**src/rtl/ira_pkg.sv**
```systemverilog
// Shared types and constants for the integer-to-ASCII converter.
// Holds the sequencer states, the digit unit command struct and the digit tables.
// No dependencies.
`default_nettype none

package ira_pkg;

  // Sequencer states.
  typedef enum logic [1:0] {
    ST_IDLE,
    ST_DABBLE,
    ST_SIGN,
    ST_EMIT
  } state_t;

  // Digit unit operations.
  typedef enum logic [1:0] {
    OP_HOLD,
    OP_LOAD,
    OP_DABBLE,
    OP_SHIFT
  } op_t;

  // Digit width selection of the digit unit.
  typedef enum logic [1:0] {
    RAD_DEC,
    RAD_BIN,
    RAD_OCT,
    RAD_HEX
  } radix_t;

  typedef struct packed {
    op_t    op;
    radix_t radix;
  } unit_ctl_t;

  // Format kind codes on the kind port.
  localparam logic [2:0] KIND_SDEC = 3'd0;
  localparam logic [2:0] KIND_UDEC = 3'd1;
  localparam logic [2:0] KIND_BIN  = 3'd2;
  localparam logic [2:0] KIND_OCT  = 3'd3;
  localparam logic [2:0] KIND_HEXL = 3'd4;
  localparam logic [2:0] KIND_HEXU = 3'd5;

  localparam logic [7:0] CHAR_MINUS = 8'h2D;

  localparam logic [7:0] DIGITS_UPPER [16] = '{
    8'h30, 8'h31, 8'h32, 8'h33, 8'h34, 8'h35, 8'h36, 8'h37,
    8'h38, 8'h39, 8'h41, 8'h42, 8'h43, 8'h44, 8'h45, 8'h46
  };

  localparam logic [7:0] DIGITS_LOWER [16] = '{
    8'h30, 8'h31, 8'h32, 8'h33, 8'h34, 8'h35, 8'h36, 8'h37,
    8'h38, 8'h39, 8'h61, 8'h62, 8'h63, 8'h64, 8'h65, 8'h66
  };

  function automatic radix_t kind_radix(input logic [2:0] k);
    radix_t r;
    case (k)
      KIND_SDEC, KIND_UDEC: r = RAD_DEC;
      KIND_BIN:             r = RAD_BIN;
      KIND_OCT:             r = RAD_OCT;
      default:              r = RAD_HEX;
    endcase
    return r;
  endfunction

endpackage

`default_nettype wire

```
**src/rtl/integer_radix_to_ascii.sv**
```systemverilog
// Top level of the integer-to-ASCII converter: sequencer, sign handling, character output.
// Depends on ira_pkg and ira_digit_unit.
`default_nettype none

// Converts one VALUE_BITS-bit operand to ASCII text, most significant digit first,
// with no leading zeros; a zero operand gives a single '0' and signed decimal puts
// '-' before the magnitude of a negative operand (the most negative value prints as
// its true magnitude). A transfer in happens at a rising edge with start high and
// busy low; kinds 6 and 7 are ignored and give no output. Each character is
// on character/last for exactly one cycle with strobe high and is not held: the
// receiver must take it then. Per operand, decimal kinds first run the
// shift-and-add-3 loop of the shared digit unit over every operand bit, then show
// '-' if negative, then one decimal digit position per cycle (10 at 32 bits),
// leading zero positions included but silent; binary, octal and hex show one digit
// position per cycle (32, 11 and 8 at 32 bits). Busy drops in the cycle that shows
// the last character, and the next operand may be taken at the edge that ends that
// cycle.
module integer_radix_to_ascii #(
  parameter int VALUE_BITS = 32
) (
  input  wire logic                  clk,
  input  wire logic                  rst,
  input  wire logic                  start,
  input  wire logic [VALUE_BITS-1:0] value,
  input  wire logic [2:0]            kind,
  output logic                       busy,
  output logic                       strobe,
  output logic      [7:0]            character,
  output logic                       last
);

  // Decimal digits of the largest operand; floor(VALUE_BITS * log10(2)) + 1.
  localparam int DEC_DIGITS = (VALUE_BITS * 30103) / 100000 + 1;
  localparam int OCT_DIGITS = (VALUE_BITS + 2) / 3;
  localparam int HEX_DIGITS = (VALUE_BITS + 3) / 4;
  // The BCD word is also wide enough for the left-aligned binary, octal and hex forms.
  localparam int WORK_BITS  = 4 * DEC_DIGITS;
  localparam int CW         = $clog2(VALUE_BITS + 1);

  ira_pkg::state_t    state, state_next;
  ira_pkg::unit_ctl_t ctl;
  ira_pkg::radix_t    radix_now;

  logic [2:0]            mode;
  logic                  sign_pending;
  logic                  seen;
  logic [CW-1:0]         digits_left;
  logic [CW-1:0]         bit_count;
  logic [CW-1:0]         load_digits;
  logic                  kind_ok;
  logic                  take;
  logic                  negative;
  logic [VALUE_BITS-1:0] magnitude;
  logic [3:0]            digit;
  logic                  skip;
  logic                  strobe_next;
  logic [7:0]            character_next;
  logic                  last_next;

  assign busy    = (state != ira_pkg::ST_IDLE);
  assign kind_ok = (kind <= ira_pkg::KIND_HEXU);
  assign take    = start && !busy && kind_ok;

  // Magnitude at full operand width, so the most negative value does not overflow.
  assign negative  = (kind == ira_pkg::KIND_SDEC) && value[VALUE_BITS-1];
  assign magnitude = negative ? (~value + {{(VALUE_BITS-1){1'b0}}, 1'b1}) : value;

  always_comb begin
    case (ira_pkg::kind_radix(kind))
      ira_pkg::RAD_DEC: load_digits = CW'(DEC_DIGITS);
      ira_pkg::RAD_BIN: load_digits = CW'(VALUE_BITS);
      ira_pkg::RAD_OCT: load_digits = CW'(OCT_DIGITS);
      default:          load_digits = CW'(HEX_DIGITS);
    endcase
  end

  // While idle the unit is loaded for the incoming kind; afterwards follow the held mode.
  assign radix_now = busy ? ira_pkg::kind_radix(mode) : ira_pkg::kind_radix(kind);

  // Drop leading zero digits, but never the last digit position.
  assign skip = (digit == 4'd0) && !seen && (digits_left != CW'(1));

  ira_digit_unit #(
    .VALUE_BITS (VALUE_BITS),
    .WORK_BITS  (WORK_BITS)
  ) u_digit (
    .clk       (clk),
    .ctl       (ctl),
    .magnitude (magnitude),
    .digit     (digit)
  );

  // Next state.
  always_comb begin
    state_next = state;
    case (state)
      ira_pkg::ST_IDLE: begin
        if (take) begin
          if (ira_pkg::kind_radix(kind) == ira_pkg::RAD_DEC) begin
            state_next = ira_pkg::ST_DABBLE;
          end else begin
            state_next = ira_pkg::ST_EMIT;
          end
        end
      end
      ira_pkg::ST_DABBLE: begin
        if (bit_count == CW'(1)) begin
          state_next = sign_pending ? ira_pkg::ST_SIGN : ira_pkg::ST_EMIT;
        end
      end
      ira_pkg::ST_SIGN: begin
        state_next = ira_pkg::ST_EMIT;
      end
      ira_pkg::ST_EMIT: begin
        if (digits_left == CW'(1)) begin
          state_next = ira_pkg::ST_IDLE;
        end
      end
      default: begin
        state_next = ira_pkg::ST_IDLE;
      end
    endcase
  end

  // Unit commands and the next output character.
  always_comb begin
    ctl.op         = ira_pkg::OP_HOLD;
    ctl.radix      = radix_now;
    strobe_next    = 1'b0;
    last_next      = 1'b0;
    character_next = (mode == ira_pkg::KIND_HEXU) ? ira_pkg::DIGITS_UPPER[digit]
                                                  : ira_pkg::DIGITS_LOWER[digit];
    case (state)
      ira_pkg::ST_IDLE: begin
        if (take) begin
          ctl.op = ira_pkg::OP_LOAD;
        end
      end
      ira_pkg::ST_DABBLE: begin
        ctl.op = ira_pkg::OP_DABBLE;
      end
      ira_pkg::ST_SIGN: begin
        strobe_next    = 1'b1;
        character_next = ira_pkg::CHAR_MINUS;
      end
      ira_pkg::ST_EMIT: begin
        ctl.op      = ira_pkg::OP_SHIFT;
        strobe_next = !skip;
        last_next   = (digits_left == CW'(1));
      end
      default: begin
        ctl.op = ira_pkg::OP_HOLD;
      end
    endcase
  end

  // Control registers.
  always_ff @(posedge clk) begin
    if (rst) begin
      state        <= ira_pkg::ST_IDLE;
      mode         <= ira_pkg::KIND_SDEC;
      sign_pending <= 1'b0;
      seen         <= 1'b0;
      digits_left  <= '0;
      bit_count    <= '0;
      strobe       <= 1'b0;
    end else begin
      state  <= state_next;
      strobe <= strobe_next;
      case (state)
        ira_pkg::ST_IDLE: begin
          if (take) begin
            mode         <= kind;
            sign_pending <= negative;
            seen         <= 1'b0;
            digits_left  <= load_digits;
            bit_count    <= CW'(VALUE_BITS);
          end
        end
        ira_pkg::ST_DABBLE: begin
          bit_count <= bit_count - CW'(1);
        end
        ira_pkg::ST_SIGN: begin
          sign_pending <= 1'b0;
        end
        ira_pkg::ST_EMIT: begin
          digits_left <= digits_left - CW'(1);
          if (!skip) begin
            seen <= 1'b1;
          end
        end
        default: begin
          seen <= seen;
        end
      endcase
    end
  end

  // Output payload; qualified by strobe, so no reset.
  always_ff @(posedge clk) begin
    character <= character_next;
    last      <= last_next;
  end

  // The final character of a run shows only once the sequencer is free again.
  a_last_frees: assert property (@(posedge clk) disable iff (rst)
    strobe && last |-> !busy)
    else $error("last character shown while still busy");

  // A character that is not the last one means more of the run is still coming.
  a_more_pending: assert property (@(posedge clk) disable iff (rst)
    strobe && !last |-> busy)
    else $error("non-final character shown with the sequencer idle");

  // A decimal transfer first runs the BCD loop and shows nothing in the next cycle.
  a_dec_silent: assert property (@(posedge clk) disable iff (rst)
    start && !busy && (kind == ira_pkg::KIND_SDEC || kind == ira_pkg::KIND_UDEC)
    |=> busy && !strobe)
    else $error("decimal operand did not enter conversion");

  // Digit positions remain whenever digits are being emitted.
  a_emit_count: assert property (@(posedge clk) disable iff (rst)
    state == ira_pkg::ST_EMIT |-> digits_left != '0)
    else $error("emitting with no digit positions left");

endmodule

`default_nettype wire

```
**src/rtl/ira_digit_unit.sv**
```systemverilog
// Shared digit unit: shift-and-add-3 binary-to-BCD step and left-aligned digit shifter.
// Depends on ira_pkg (unit_ctl_t, op_t, radix_t).
`default_nettype none

module ira_digit_unit #(
  parameter int VALUE_BITS = 32,
  parameter int WORK_BITS  = 40
) (
  input  wire logic                  clk,
  input  wire ira_pkg::unit_ctl_t    ctl,
  input  wire logic [VALUE_BITS-1:0] magnitude,
  output logic      [3:0]            digit
);

  localparam int NDIG       = WORK_BITS / 4;
  localparam int OCT_DIGITS = (VALUE_BITS + 2) / 3;
  localparam int HEX_DIGITS = (VALUE_BITS + 3) / 4;
  localparam int SH_BIN     = WORK_BITS - VALUE_BITS;
  localparam int SH_OCT     = WORK_BITS - 3 * OCT_DIGITS;
  localparam int SH_HEX     = WORK_BITS - 4 * HEX_DIGITS;

  logic [WORK_BITS-1:0]  work;
  logic [VALUE_BITS-1:0] bits;
  logic [WORK_BITS-1:0]  work_ext;
  logic [WORK_BITS-1:0]  bcd_adj;

  assign work_ext = WORK_BITS'(magnitude);

  // Add 3 to every BCD nibble of 5 or more before the shift.
  always_comb begin
    logic [3:0] nib;
    nib     = 4'd0;
    bcd_adj = work;
    for (int i = 0; i < NDIG; i++) begin
      nib = work[4*i +: 4];
      bcd_adj[4*i +: 4] = (nib >= 4'd5) ? nib + 4'd3 : nib;
    end
  end

  always_ff @(posedge clk) begin
    case (ctl.op)
      ira_pkg::OP_LOAD: begin
        bits <= magnitude;
        case (ctl.radix)
          ira_pkg::RAD_BIN: work <= work_ext << SH_BIN;
          ira_pkg::RAD_OCT: work <= work_ext << SH_OCT;
          ira_pkg::RAD_HEX: work <= work_ext << SH_HEX;
          default:          work <= '0;
        endcase
      end
      ira_pkg::OP_DABBLE: begin
        work <= {bcd_adj[WORK_BITS-2:0], bits[VALUE_BITS-1]};
        bits <= bits << 1;
      end
      ira_pkg::OP_SHIFT: begin
        case (ctl.radix)
          ira_pkg::RAD_BIN: work <= work << 1;
          ira_pkg::RAD_OCT: work <= work << 3;
          default:          work <= work << 4;
        endcase
      end
      default: begin
        work <= work;
      end
    endcase
  end

  // Present the top digit of the left-aligned word.
  always_comb begin
    case (ctl.radix)
      ira_pkg::RAD_BIN: digit = {3'b000, work[WORK_BITS-1]};
      ira_pkg::RAD_OCT: digit = {1'b0, work[WORK_BITS-1 -: 3]};
      default:          digit = work[WORK_BITS-1 -: 4];
    endcase
  end

endmodule

`default_nettype wire

```
**config.mk**
```make
export PLATFORM = sky130hd
export DESIGN_NAME = integer_radix_to_ascii
export DESIGN_NICKNAME = d
export VERILOG_FILES = /design/src/rtl/ira_pkg.sv /design/src/rtl/integer_radix_to_ascii.sv /design/src/rtl/ira_digit_unit.sv
export SDC_FILE = /design/constraint.sdc
export NUM_CORES = 1
export LEC_CHECK = 0
export BUFFER_PORTS_ARGS = -buffer_cell sky130_fd_sc_hd__buf_2
export CELL_PAD_IN_SITES_DETAIL_PLACEMENT = 1
export CELL_PAD_IN_SITES_GLOBAL_PLACEMENT = 1
export CORE_UTILIZATION = 35
export CTS_BUF_LIST = sky130_fd_sc_hd__clkbuf_8
export CTS_CLUSTER_SIZE = 10
export DETAILED_ROUTE_END_ITERATION = 10
export GPL_TIMING_DRIVEN = 0
export PLACE_DENSITY = 0.73
export SLEW_MARGIN = 0
export SYNTH_ARGS = -nofsm -noshare
export SYNTH_HDL_FRONTEND = slang
export SYNTH_SLANG_ARGS = --single-unit
```
**constraint.sdc**
```tcl
create_clock -name clk -period 3 [get_ports clk]
set_input_delay 0.3 -clock clk [delete_from_list [all_inputs] [get_ports clk]]
set_output_delay 0.3 -clock clk [all_outputs]
set_load 0.05 [all_outputs]
```
==> results of run 1 <==
registers in the layout, summed over array words and instances (netlist names):
name,flops
bit_count,6
state,2
seen,1
strobe,1
digits_left,6
mode,3
u_digit.bits,32
u_digit.work,40
last,1
sign_pending,1
character,7
where the power goes:
group          switching [uW]  total (uW)  internal, uW
Combinational            3470        5500          2030
Clock                     578         919           341
Sequential                661        3110          2450
Total                    4710        9540          4830
how the worst min path moves through the flow:
stage,to,slack (ns)
3_5_place_dp,character[5]$_SDFF_PP1_,0.46
6_report,mode[0]$_SDFFE_PP0P_,0.25
5_1_grt,mode[0]$_SDFFE_PP0P_,0.30
2_1_floorplan,character[5]$_SDFF_PP1_,0.42
4_1_cts,mode[0]$_SDFFE_PP0P_,0.24
3_3_place_gp,character[5]$_SDFF_PP1_,0.46
cells in the final DEF (no fill, tap or decap), types with 4 or more instances in the layout:
master and n:
nand2_1 71, and2_1 7, nor4_1 5, and3_1 6, a21oi_2 4, xnor2_1 26, clkbuf_8 10, buf_4 12
buf_2 50, xor2_1 18, inv_1 38, or3_1 4, a221oi_1 16, nor3_1 12, o211ai_1 4, a211oi_1 9
a22oi_1 31, o21ai_0 56, nand3_1 9, nand2b_1 20, nor4b_1 4, clkbuf_4 8, mux2_2 11, nor2_1 72
mux2i_1 8, o311ai_0 4, a222oi_1 13, o221ai_1 19, clkbuf_2 9, nor3b_1 6, ha_1 33, edfxtp_1 72
a31oi_1 12, nand4_1 4, clkbuf_1 17, dfxtp_1 26, a21oi_1 71
through the flow:
step                      hold WS (ns)  util, %
final                            0.247     40.6
after global routing             0.303     40.6
after CTS                        0.235     40.1
after detailed placement         0.455     38.8
after global placement           0.457     38.7
after floorplan                  0.420        -
layout make-up:
type | instances | area, um2 | share of cell area (%)
sequential | 100 | 2730 | 33.1
clock buffer | 10 | 138 | 1.67
tap | 270 | 338 | 4.10
buffer | 53 | 293 | 3.55
inverter | 42 | 164 | 1.99
clock inverter | 6 | 52.6 | 0.637
timing repair buffer | 48 | 250 | 3.03
multi-input combinational | 624 | 4280 | 51.9
antenna | 1 | 2.50 | 0.0303
per-layer routing:
metal	up-vias	GRT usage [%]	wire length, um
li1	3228	-	-
met1	3441	32.1	11300
met2	230	36.9	11300
met3	29	3.56	1410
met4	0	7.14	482
met5	-	0	0
repair_timing:
action,in CTS,in global routing
pin swaps,1,4
cloned,0,0
resized for setup,38,25
endpoints found under the hold margin,0,0
buffers inserted,0,4
endpoints found under the setup margin,114,93
critical path, stage by stage (launching register included):
cell      delay, ns
dfxtp_4        0.39
inv_1          0.10
ha_1           0.18
buf_6          0.15
a211oi_2       0.06
a21oi_2        0.19
inv_1          0.10
ha_2           0.23
clkbuf_4       0.21
buf_4          0.20
a22oi_1        0.18
o21ai_0        0.14
a222oi_1       0.29
o221ai_1       0.18
logic make-up (layout without fill, tap and decap cells):
kind of cell / count (synthesis) / count (layout) / synth area share (%)
muxes: 19 / 19 / 2.80
adders and majority gates: 36 / 36 / 6.19
buffers and inverters: 96 / 159 / 5.29
xor gates and xnor gates: 44 / 44 / 5.29
other: 1 / 2 / 0.0515
and+or+nand+nor: 238 / 238 / 16.4
DFF: 100 / 100 / 37.4
AOI/OAI and AO/OA: 286 / 286 / 26.5
==> impl_metrics.env, run 1 <==
export IMPL_hold_depth=3
export IMPL_tritoncts="done"
export IMPL_yosysTopAreaCell="edfxtp_1"
export IMPL_yosysMostFrequentCell="a21oi_1"
export IMPL_syn_num_nets=894
export IMPL_fin_cells=1154
export IMPL_hold_viol=0
export IMPL_die_x_um=146
export IMPL_htreeDepth=3
export IMPL_ff2ff_path_depth=13
export IMPL_synth_cell_types=72
export IMPL_placed_cell_area_mm2=0.00787
export IMPL_start_util_pct=35.9
export IMPL_drt_initial_drc_count=682
export IMPL_regToRegSetupSlack_ns=0.14
export IMPL_timing_final_crit_period_ns=2.86
export IMPL_start_kind="flop"
export IMPL_critPathKind="reg2reg"
export IMPL_rows=52
export IMPL_r2r_start="state[0]$_SDFFE_PP0P_"
export IMPL_slew_viol_final=0
export IMPL_fill_cells=2417
export IMPL_grt_max_degree=41
export IMPL_finalWeightedCongestion=0.827
export IMPL_cts_buffers=9
export IMPL_leakage_uw=0.00303
export IMPL_antenna_found_initial=1
export IMPL_holdBufCountCts=0
export IMPL_drc=0
export IMPL_synth_edf_count=72
export IMPL_maxSlewHeadroom_pct=42.7
export IMPL_irDropWorstVdd_mv=0.472
export IMPL_required_ns=3.15
export IMPL_drive_above_1_share_pct=16.0
export IMPL_num_vias=6928
export IMPL_power_uw=9540
export IMPL_clk_pin_slew_ns=0.12
export IMPL_grt_remaining_overflow=0
export IMPL_crit_start="state[0]$_SDFFE_PP0P_"
export IMPL_clock_skew_ns=0.0169
export IMPL_syn_area_mm2=0.00728
export IMPL_syn_inst=820
export IMPL_finalSetupTns_ns=0
export IMPL_worstReg2RegEnd="u_digit.work[30]$_DFFE_PP_"
export IMPL_status="completed"
export IMPL_crit_end="u_digit.work[30]$_DFFE_PP_"
export IMPL_min_from="kind[0]"
export IMPL_yosys_warnings=0
export IMPL_rsz0062_at_grt="no"
export IMPL_synth_seq_cells=100
export IMPL_synth_ff_type="edfxtp_1"
export IMPL_ant_nets=0
export IMPL_clock_sinks=100
export IMPL_synth_area_top_cells="edfxtp_1 (30%), dfxtp_1 (7.7%), ha_1 (6.2%), a21oi_1 (5.2%), o21ai_0 (4.0%)"
export IMPL_first_global_vias=6737
export IMPL_nets=952
export IMPL_grt_use_total_pct=23.1
export IMPL_ys_seq_area_share_pct=37.4
export IMPL_synth_top_cell_area_share_pct=29.7
export IMPL_worstPathArrival_ns=3.01
export IMPL_drv_cap=0
export IMPL_fmax_ghz=0.350
export IMPL_critPathMaxFanout=10
export IMPL_drtPass1Iterations=6
export IMPL_die_y_um=146
export IMPL_dp_slack_ns=-0.506
export IMPL_core_area_mm2=0.0203
export IMPL_route_final_wire_length_um=24500
export IMPL_fin_ws_ns=0.142
export IMPL_stdcell_area_mm2=0.00825
export IMPL_synth_avg_cell_area_um2=8.88
export IMPL_hp_class="in2reg"
export IMPL_via_per_inst=6.00
export IMPL_io_buffers=44
export IMPL_async_flop_share_pct=0
export IMPL_synth_common_cells="a21oi_1 (75), nor2_1 (73), edfxtp_1 (72)"
export IMPL_hpwlAfterDp_um=17800
export IMPL_ios=49
export IMPL_powerDensity_mw_per_mm2=1160
export IMPL_dieArea_mm2=0.0214
export IMPL_worstSetupEndpointType="flop"
export IMPL_period_share_pct=95.3
export IMPL_grt_pass1_wl_um=38500
export IMPL_finalSetupViolations=0
export IMPL_clk_latency_ns=0.42
export IMPL_wl_per_cell_um=21.2
export IMPL_root_buffer="clkbuf_8"
export IMPL_area_delta_synth_final_pct=13.2
export IMPL_ctsLongestPathBuffers=2
export IMPL_placed_cells=1134
export IMPL_worst_pin_slew_ns=0.847
(Power assumes the default switching activity.)
==> run 2, diff against run 1 <==
ABC_AREA = 1   (was default)
PLACE_DENSITY = 0.76   (was 0.73)
SKIP_LAST_GASP = 1   (was default)
==> run 2 against run 1 <==
Combinational power grew 2%. Clock power grew 2.8%. Largest power group unchanged. Fmax shrank 0.86%. Global-route usage grew 1.4 points. Largest cell class unchanged.
==> impl_metrics.env, run 2 <==
export IMPL_synth_cell_types=44
export IMPL_hp_class="in2reg"
export IMPL_drc=0
export IMPL_worst_pin_slew_ns=0.924
export IMPL_r2r_start="state[0]$_SDFFE_PP0P_"
export IMPL_largest_reg_flops=40
export IMPL_clock_skew_ns=0.0136
export IMPL_ios=49
export IMPL_wl_per_cell_um=18.5
export IMPL_grt_max_degree=41
export IMPL_critPathKind="reg2reg"
export IMPL_finish_utilization_pct=40.0
export IMPL_core_area_mm2=0.0212
export IMPL_cts_buffers=9
export IMPL_area_delta_synth_final_pct=11.5
export IMPL_ff2ff_path_depth=14
export IMPL_status="completed"
export IMPL_start_util_pct=35.9
export IMPL_largestRegisters="u_digit.work: 40 flops, u_digit.bits: 32 flops, character: 7 flops"
export IMPL_root_buffer="clkbuf_8"
export IMPL_p_int_uw=4630
export IMPL_worstSetupEndpointType="flop"
export IMPL_async_flop_share_pct=0
export IMPL_num_vias=7732
export IMPL_irDropWorstVdd_mv=0.434
export IMPL_worstPathArrival_ns=3.04
export IMPL_fill_cells=2699
export IMPL_fin_hold_ws_ns=0.214
export IMPL_register_area_mm2=0.00273
export IMPL_crit_start="state[0]$_SDFFE_PP0P_"
export IMPL_drtPass1Iterations=5
export IMPL_clk_pin_slew_ns=0.11
export IMPL_rows=53
export IMPL_die_y_um=149
export IMPL_fmax_ghz=0.347
export IMPL_synth_seq_cells=100
export IMPL_ant_nets=0
export IMPL_drt_initial_drc_count=493
export IMPL_grt_remaining_overflow=0
export IMPL_die_x_um=149
export IMPL_leakage_uw=0.00364
export IMPL_regMostFlops="u_digit.work"
export IMPL_maxSlewHeadroom_pct=38.4
export IMPL_drv_cap=0
export IMPL_ctsLongestPathBuffers=2
export IMPL_synth_ff_type="edfxtp_1"
export IMPL_syn_num_nets=1139
export IMPL_grt_pass1_wl_um=41900
export IMPL_powerDensity_mw_per_mm2=1140
export IMPL_ys_seq_area_share_pct=35.8
export IMPL_syn_area_mm2=0.00760
export IMPL_p_comb_share_pct=58.5
export IMPL_hpwlAfterDp_um=19800
export IMPL_period_share_pct=96.1
export IMPL_synth_common_cells="nand2_1 (239), o21ai_0 (133), inv_1 (127)"
export IMPL_stdcell_area_mm2=0.00847
export IMPL_first_global_vias=7788
export IMPL_clk_latency_ns=0.41
export IMPL_yosys_warnings=0
export IMPL_clock_sinks=100
export IMPL_min_from="value[0]"
export IMPL_hold_viol=0
export IMPL_htreeDepth=3
export IMPL_tritoncts="done"
export IMPL_io_buffers=46
export IMPL_synth_top_cell_area_share_pct=28.5
export IMPL_nets=1198
export IMPL_crit_end="u_digit.work[22]$_DFFE_PP_"
export IMPL_multi_input_area_mm2=0.00420
export IMPL_synth_area_top_cells="edfxtp_1 (28%), nand2_1 (12%), o21ai_0 (8.8%), dfxtp_1 (7.4%), inv_1 (6.3%)"
export IMPL_route_final_wire_length_um=26000
export IMPL_synth_avg_cell_area_um2=7.13
export IMPL_dieArea_mm2=0.0223
export IMPL_n_antenna_cell=0
export IMPL_regToRegSetupSlack_ns=0.12
export IMPL_yosysMostFrequentCell="nand2_1"
export IMPL_syn_inst=1065
export IMPL_via_per_inst=5.51
export IMPL_drive_above_1_share_pct=11.8
export IMPL_start_kind="flop"
export IMPL_pwr_share_seq_pct=31.7
export IMPL_placed_cell_area_mm2=0.00818
export IMPL_final_cell_mix="nand2_1 (239), o21ai_0 (129), inv_1 (125)"
export IMPL_power_frac_clock_pct=9.8
export IMPL_critPathMaxFanout=10
export IMPL_yosysTopAreaCell="edfxtp_1"
export IMPL_antenna_found_initial=0
export IMPL_worstReg2RegEnd="u_digit.work[22]$_DFFE_PP_"
export IMPL_p_sw_share_pct=51.9
export IMPL_required_ns=3.16
export IMPL_synth_edf_count=72
export IMPL_layout_commonest_cell="nand2_1"
export IMPL_slew_viol_final=0
export IMPL_switchingPower_uw=5000
export IMPL_grt_use_total_pct=24.5
export IMPL_timing_final_crit_period_ns=2.88
export IMPL_finalSetupViolations=0
export IMPL_finalWeightedCongestion=0.880
[run 2: cell types whose count changed in the layout (fill, tap and decap cells not counted), sizes merged, moves of 11 or more]
cell	change
nand3	+77
a22oi	-34
clkbuf	-16
nor2	+21
o221ai	-17
o21ai	+85
o22ai	+15
nor3	-12
nand2b	-21
a222oi	-13
mux2	-11
xnor2	-20
nand2	+175
inv	+92
[run 2: through the flow]
step | worst slack [ns] | power [uW] | TNS [ns] | std cells
2_1_floorplan | 0.0565 | 6660 | 0 | 1065
3_3_place_gp | -0.338 | 8250 | -5.20 | 1386
3_5_place_dp | -0.379 | 8410 | -5.11 | 1386
4_1_cts | -0.00821 | 9480 | -0.00821 | 1402
5_1_grt | -0.00837 | 10400 | -0.0123 | 1404
6_report | 0.118 | 9630 | 0 | 1404
[run 2: final cells by class]
| class | count | area share (%) |
|---|---|---|
| multi-input cells | 786 | 49.6 |
| flip-flops and latches | 100 | 32.2 |
| inverters | 135 | 6.03 |
| well taps | 275 | 4.06 |
| repair buffers | 48 | 2.90 |
| plain buffers | 44 | 2.88 |
| clock buffers | 9 | 1.46 |
| clock inverters | 7 | 0.872 |
[run 2: how the worst min path moves through the flow]
| stage | slack [ns] | cells past startpoint | to |
|---|---|---|---|
| after floorplan | 0.40 | 1 | character[5]$_SDFF_PP1_ |
| after global placement | 0.42 | 1 | character[5]$_SDFF_PP1_ |
| after global routing | 0.22 | 3 | u_digit.work[8]$_DFFE_PP_ |
| after CTS | 0.20 | 3 | u_digit.work[8]$_DFFE_PP_ |
| final | 0.21 | 3 | u_digit.work[8]$_DFFE_PP_ |
| after detailed placement | 0.42 | 1 | character[5]$_SDFF_PP1_ |
[run 2: cell families (layout without fill, tap and decap cells)]
| kind of cell | Yosys count | after routing | share of synthesized area [%] |
|---|---|---|---|
| xor+xnor | 18 | 18 | 2.37 |
| buf+inv | 179 | 243 | 9.47 |
| simple gates | 455 | 455 | 26.0 |
| flops | 100 | 100 | 35.8 |
| compound gates | 276 | 276 | 20.4 |
| fa+ha+maj | 36 | 36 | 5.93 |
| other cells | 1 | 1 | 0.0494 |
[run 2: metal layers]
metal	routed length [um]	GRT usage, %	up-vias
met1	12000	32.2	3766
met2	12300	41.2	196
met5	0	0	-
met4	552	7.50	0
li1	-	-	3727
met3	1160	3.70	43
[run 2: power groups by stage]
stage	logic, uW	registers [uW]	clock network [uW]
after floorplan	3650	3010	0
final	5630	3050	945
after CTS	5480	3040	959
after global placement	5190	3060	0
after detailed placement	5340	3070	0
after global routing	6270	3140	1000
[run 2: critical path: stages, from the launching register on]
cell        delay (ns)
dfxtp_4           0.37
inv_1             0.09
ha_1              0.18
buf_6             0.15
clkinvlp_4        0.16
o21ai_4           0.20
inv_1             0.10
ha_4              0.18
inv_1             0.11
buf_4             0.22
buf_4             0.22
o22ai_1           0.09
o21ai_0           0.22
o21ai_0           0.12
nand3b_1          0.20
[run 2: repair_timing]
item | in CTS | in global routing
hold buffers | 0 | 0
setup buffers | 0 | 2
resized for setup | 14 | 18
pin swaps | 0 | 1
setup endpoints to repair | 54 | 34
==> run 3, diff against run 2 <==
ABC_AREA = default   (was 1)
CTS_CLUSTER_SIZE = 16   (was 10)
PLACE_DENSITY = 0.73   (was 0.76)
RECOVER_POWER = 50   (was default)
==> run 3 against run 2 <==
Flip-flop and latch count unchanged. Sequential power rose by 2%. Critical path depth down 2. Global-route usage fell by 1.4 points. Register-to-register slack improved by 0.02 ns. Final area down 2.8%. Worst setup slack improved by 0.018 ns. Sequential share of layout area rose by 0.93 points. Core utilization up 0.51 points. Fmax grew 0.63%. Count of clock-buffer cells in the layout grew 1.
==> impl_metrics.env, run 3 (synthesis gave the netlist of run 1 again) <==
export IMPL_antenna_found_initial=1
export IMPL_via_per_inst=6.03
export IMPL_drtPass1Iterations=5
export IMPL_fmax_ghz=0.349
export IMPL_wl_per_cell_um=21.2
export IMPL_maxSlewHeadroom_pct=40.9
export IMPL_grt_max_degree=41
export IMPL_worstPathArrival_ns=3.01
export IMPL_irDropWorstVdd_mv=0.472
export IMPL_fin_cells=1154
export IMPL_holdBufCountCts=0
export IMPL_route_final_wire_length_um=24500
export IMPL_largest_reg_flops=40
export IMPL_core_area_mm2=0.0203
export IMPL_grt_remaining_overflow=0
export IMPL_grt_pass1_wl_um=38500
export IMPL_hold_depth=3
export IMPL_num_vias=6961
export IMPL_fin_hold_ws_ns=0.246
export IMPL_root_buffer="clkbuf_8"
export IMPL_regToRegSetupSlack_ns=0.14
export IMPL_nets=952
export IMPL_clk_pin_slew_ns=0.12
export IMPL_start_kind="flop"
export IMPL_ff2ff_path_depth=12
export IMPL_clock_skew_ns=0.0150
export IMPL_area_delta_synth_final_pct=13.0
export IMPL_hp_class="in2reg"
export IMPL_htreeDepth=3
export IMPL_clock_sinks=100
export IMPL_period_share_pct=95.5
export IMPL_start_util_pct=35.9
export IMPL_worstHoldEndpoint="mode[0]$_SDFFE_PP0P_"
export IMPL_leakage_uw=0.00300
export IMPL_worstSetupEndpointType="flop"
export IMPL_regMostFlops="u_digit.work"
export IMPL_slew_viol_final=0
export IMPL_worst_pin_slew_ns=0.887
export IMPL_stdcell_area_mm2=0.00823
export IMPL_drive_above_1_share_pct=14.8
export IMPL_finalWeightedCongestion=0.827
export IMPL_io_buffers=44
export IMPL_r2r_start="state[0]$_SDFFE_PP0P_"
export IMPL_ant_nets=0
export IMPL_hold_viol=0
export IMPL_timing_final_crit_period_ns=2.86
export IMPL_drc=0
export IMPL_placed_cell_area_mm2=0.00787
export IMPL_rows=52
export IMPL_placed_cells=1134
export IMPL_finalSetupViolations=0
export IMPL_required_ns=3.15
export IMPL_drt_initial_drc_count=671
export IMPL_ctsLongestPathBuffers=2
export IMPL_worstReg2RegEnd="u_digit.work[29]$_DFFE_PP_"
export IMPL_rsz0062_at_grt="yes"
export IMPL_cts_buffers=9
export IMPL_ios=49
export IMPL_dieArea_mm2=0.0214
export IMPL_final_cell_mix="nor2_1 (72), edfxtp_1 (72), a21oi_1 (71), nand2_1 (71), o21ai_0 (56)"
export IMPL_fill_cells=2414
export IMPL_die_y_um=146
export IMPL_finalSetupTns_ns=0
export IMPL_largestRegisters="u_digit.work: 40 flops, u_digit.bits: 32 flops, character: 7 flops"
export IMPL_status="completed"
export IMPL_grt_use_total_pct=23.1
export IMPL_drv_cap=0
export IMPL_tritoncts="done"
export IMPL_min_from="kind[0]"
export IMPL_first_global_vias=6751
export IMPL_powerDensity_mw_per_mm2=1160
export IMPL_critPathMaxFanout=10
export IMPL_critPathKind="reg2reg"
export IMPL_die_x_um=146
export IMPL_hpwlAfterDp_um=17800
export IMPL_clk_latency_ns=0.42
==> run 3: changes by cell type in the layout (fill, tap and decap cells not counted), moves of 23 or more <==
cell | previous run | this run
a22oi_1 | 0 | 31
inv_1 | 125 | 38
nand2_1 | 239 | 71
nand3_1 | 84 | 9
o21ai_0 | 129 | 56
xnor2_1 | 3 | 26
==> run 3: layer usage <==
metal | vias up | wire length [um] | global-route usage, %
met5 | - | 0 | 0
met4 | 0 | 533 | 7.19
met3 | 35 | 1630 | 3.66
met2 | 259 | 11200 | 37.0
met1 | 3444 | 11200 | 31.8
li1 | 3223 | - | -
==> run 3: critical path, cell delays in order (launching register included) <==
cell	delay, ns
dfxtp_4	0.38
inv_1	0.10
ha_1	0.18
buf_6	0.15
a211oi_2	0.06
a21oi_2	0.20
inv_1	0.10
ha_2	0.23
clkbuf_1	0.27
a221oi_2	0.36
a21oi_1	0.08
a222oi_1	0.31
o221ai_1	0.18
==> run 3: stage by stage <==
stage	util [%]	worst slack [ns]	total power, uW
2_1_floorplan	-	0.0586	6590
3_3_place_gp	38.7	-0.975	8080
3_5_place_dp	38.8	-0.506	8230
4_1_cts	40.1	-0.0534	9310
5_1_grt	40.5	0.0115	10200
6_report	40.6	0.136	9530
==> run 3: report_power, final <==
part | leakage, uW | switching (uW) | internal [uW]
combinational | 0.00197 | 3480 | 2020
sequential | 0.000929 | 667 | 2450
clock | 0.0000997 | 576 | 341
==> run 3: repair_timing <==
| action | 4_1_cts | 5_1_grt |
|---|---|---|
| resized for setup | 36 | 24 |
| endpoints found under the setup margin | 114 | 95 |
| buffers inserted | 0 | 4 |
| pin swaps | 1 | 4 |
==> run 3: area by class of cell <==
class                           count  area, um2  area share (%)
Tap cell                          270        338            4.10
Antenna cell                        1       2.50          0.0304
Clock buffer                       10        138            1.67
Clock inverter                      6       52.6           0.638
Sequential cell                   100       2730            33.2
Multi-Input combinational cell    624       4280            52.0
Timing Repair Buffer               48        239            2.90
Inverter                           42        164            1.99
Buffer                             53        289            3.51
==> run 3: worst max path at each step <==
stage / start / end / slack [ns] / cells past startpoint
2_1_floorplan: state[0]$_SDFFE_PP0P_ / u_digit.work[16]$_DFFE_PP_ / 0.06 / 12
3_3_place_gp: state[1]$_SDFFE_PP0P_ / u_digit.work[7]$_DFFE_PP_ / -0.97 / 12
3_5_place_dp: state[0]$_SDFFE_PP0P_ / u_digit.work[8]$_DFFE_PP_ / -0.51 / 12
4_1_cts: state[0]$_SDFFE_PP0P_ / u_digit.work[29]$_DFFE_PP_ / -0.05 / 13
5_1_grt: state[0]$_SDFFE_PP0P_ / u_digit.work[29]$_DFFE_PP_ / 0.01 / 14
6_report: state[0]$_SDFFE_PP0P_ / u_digit.work[29]$_DFFE_PP_ / 0.14 / 12
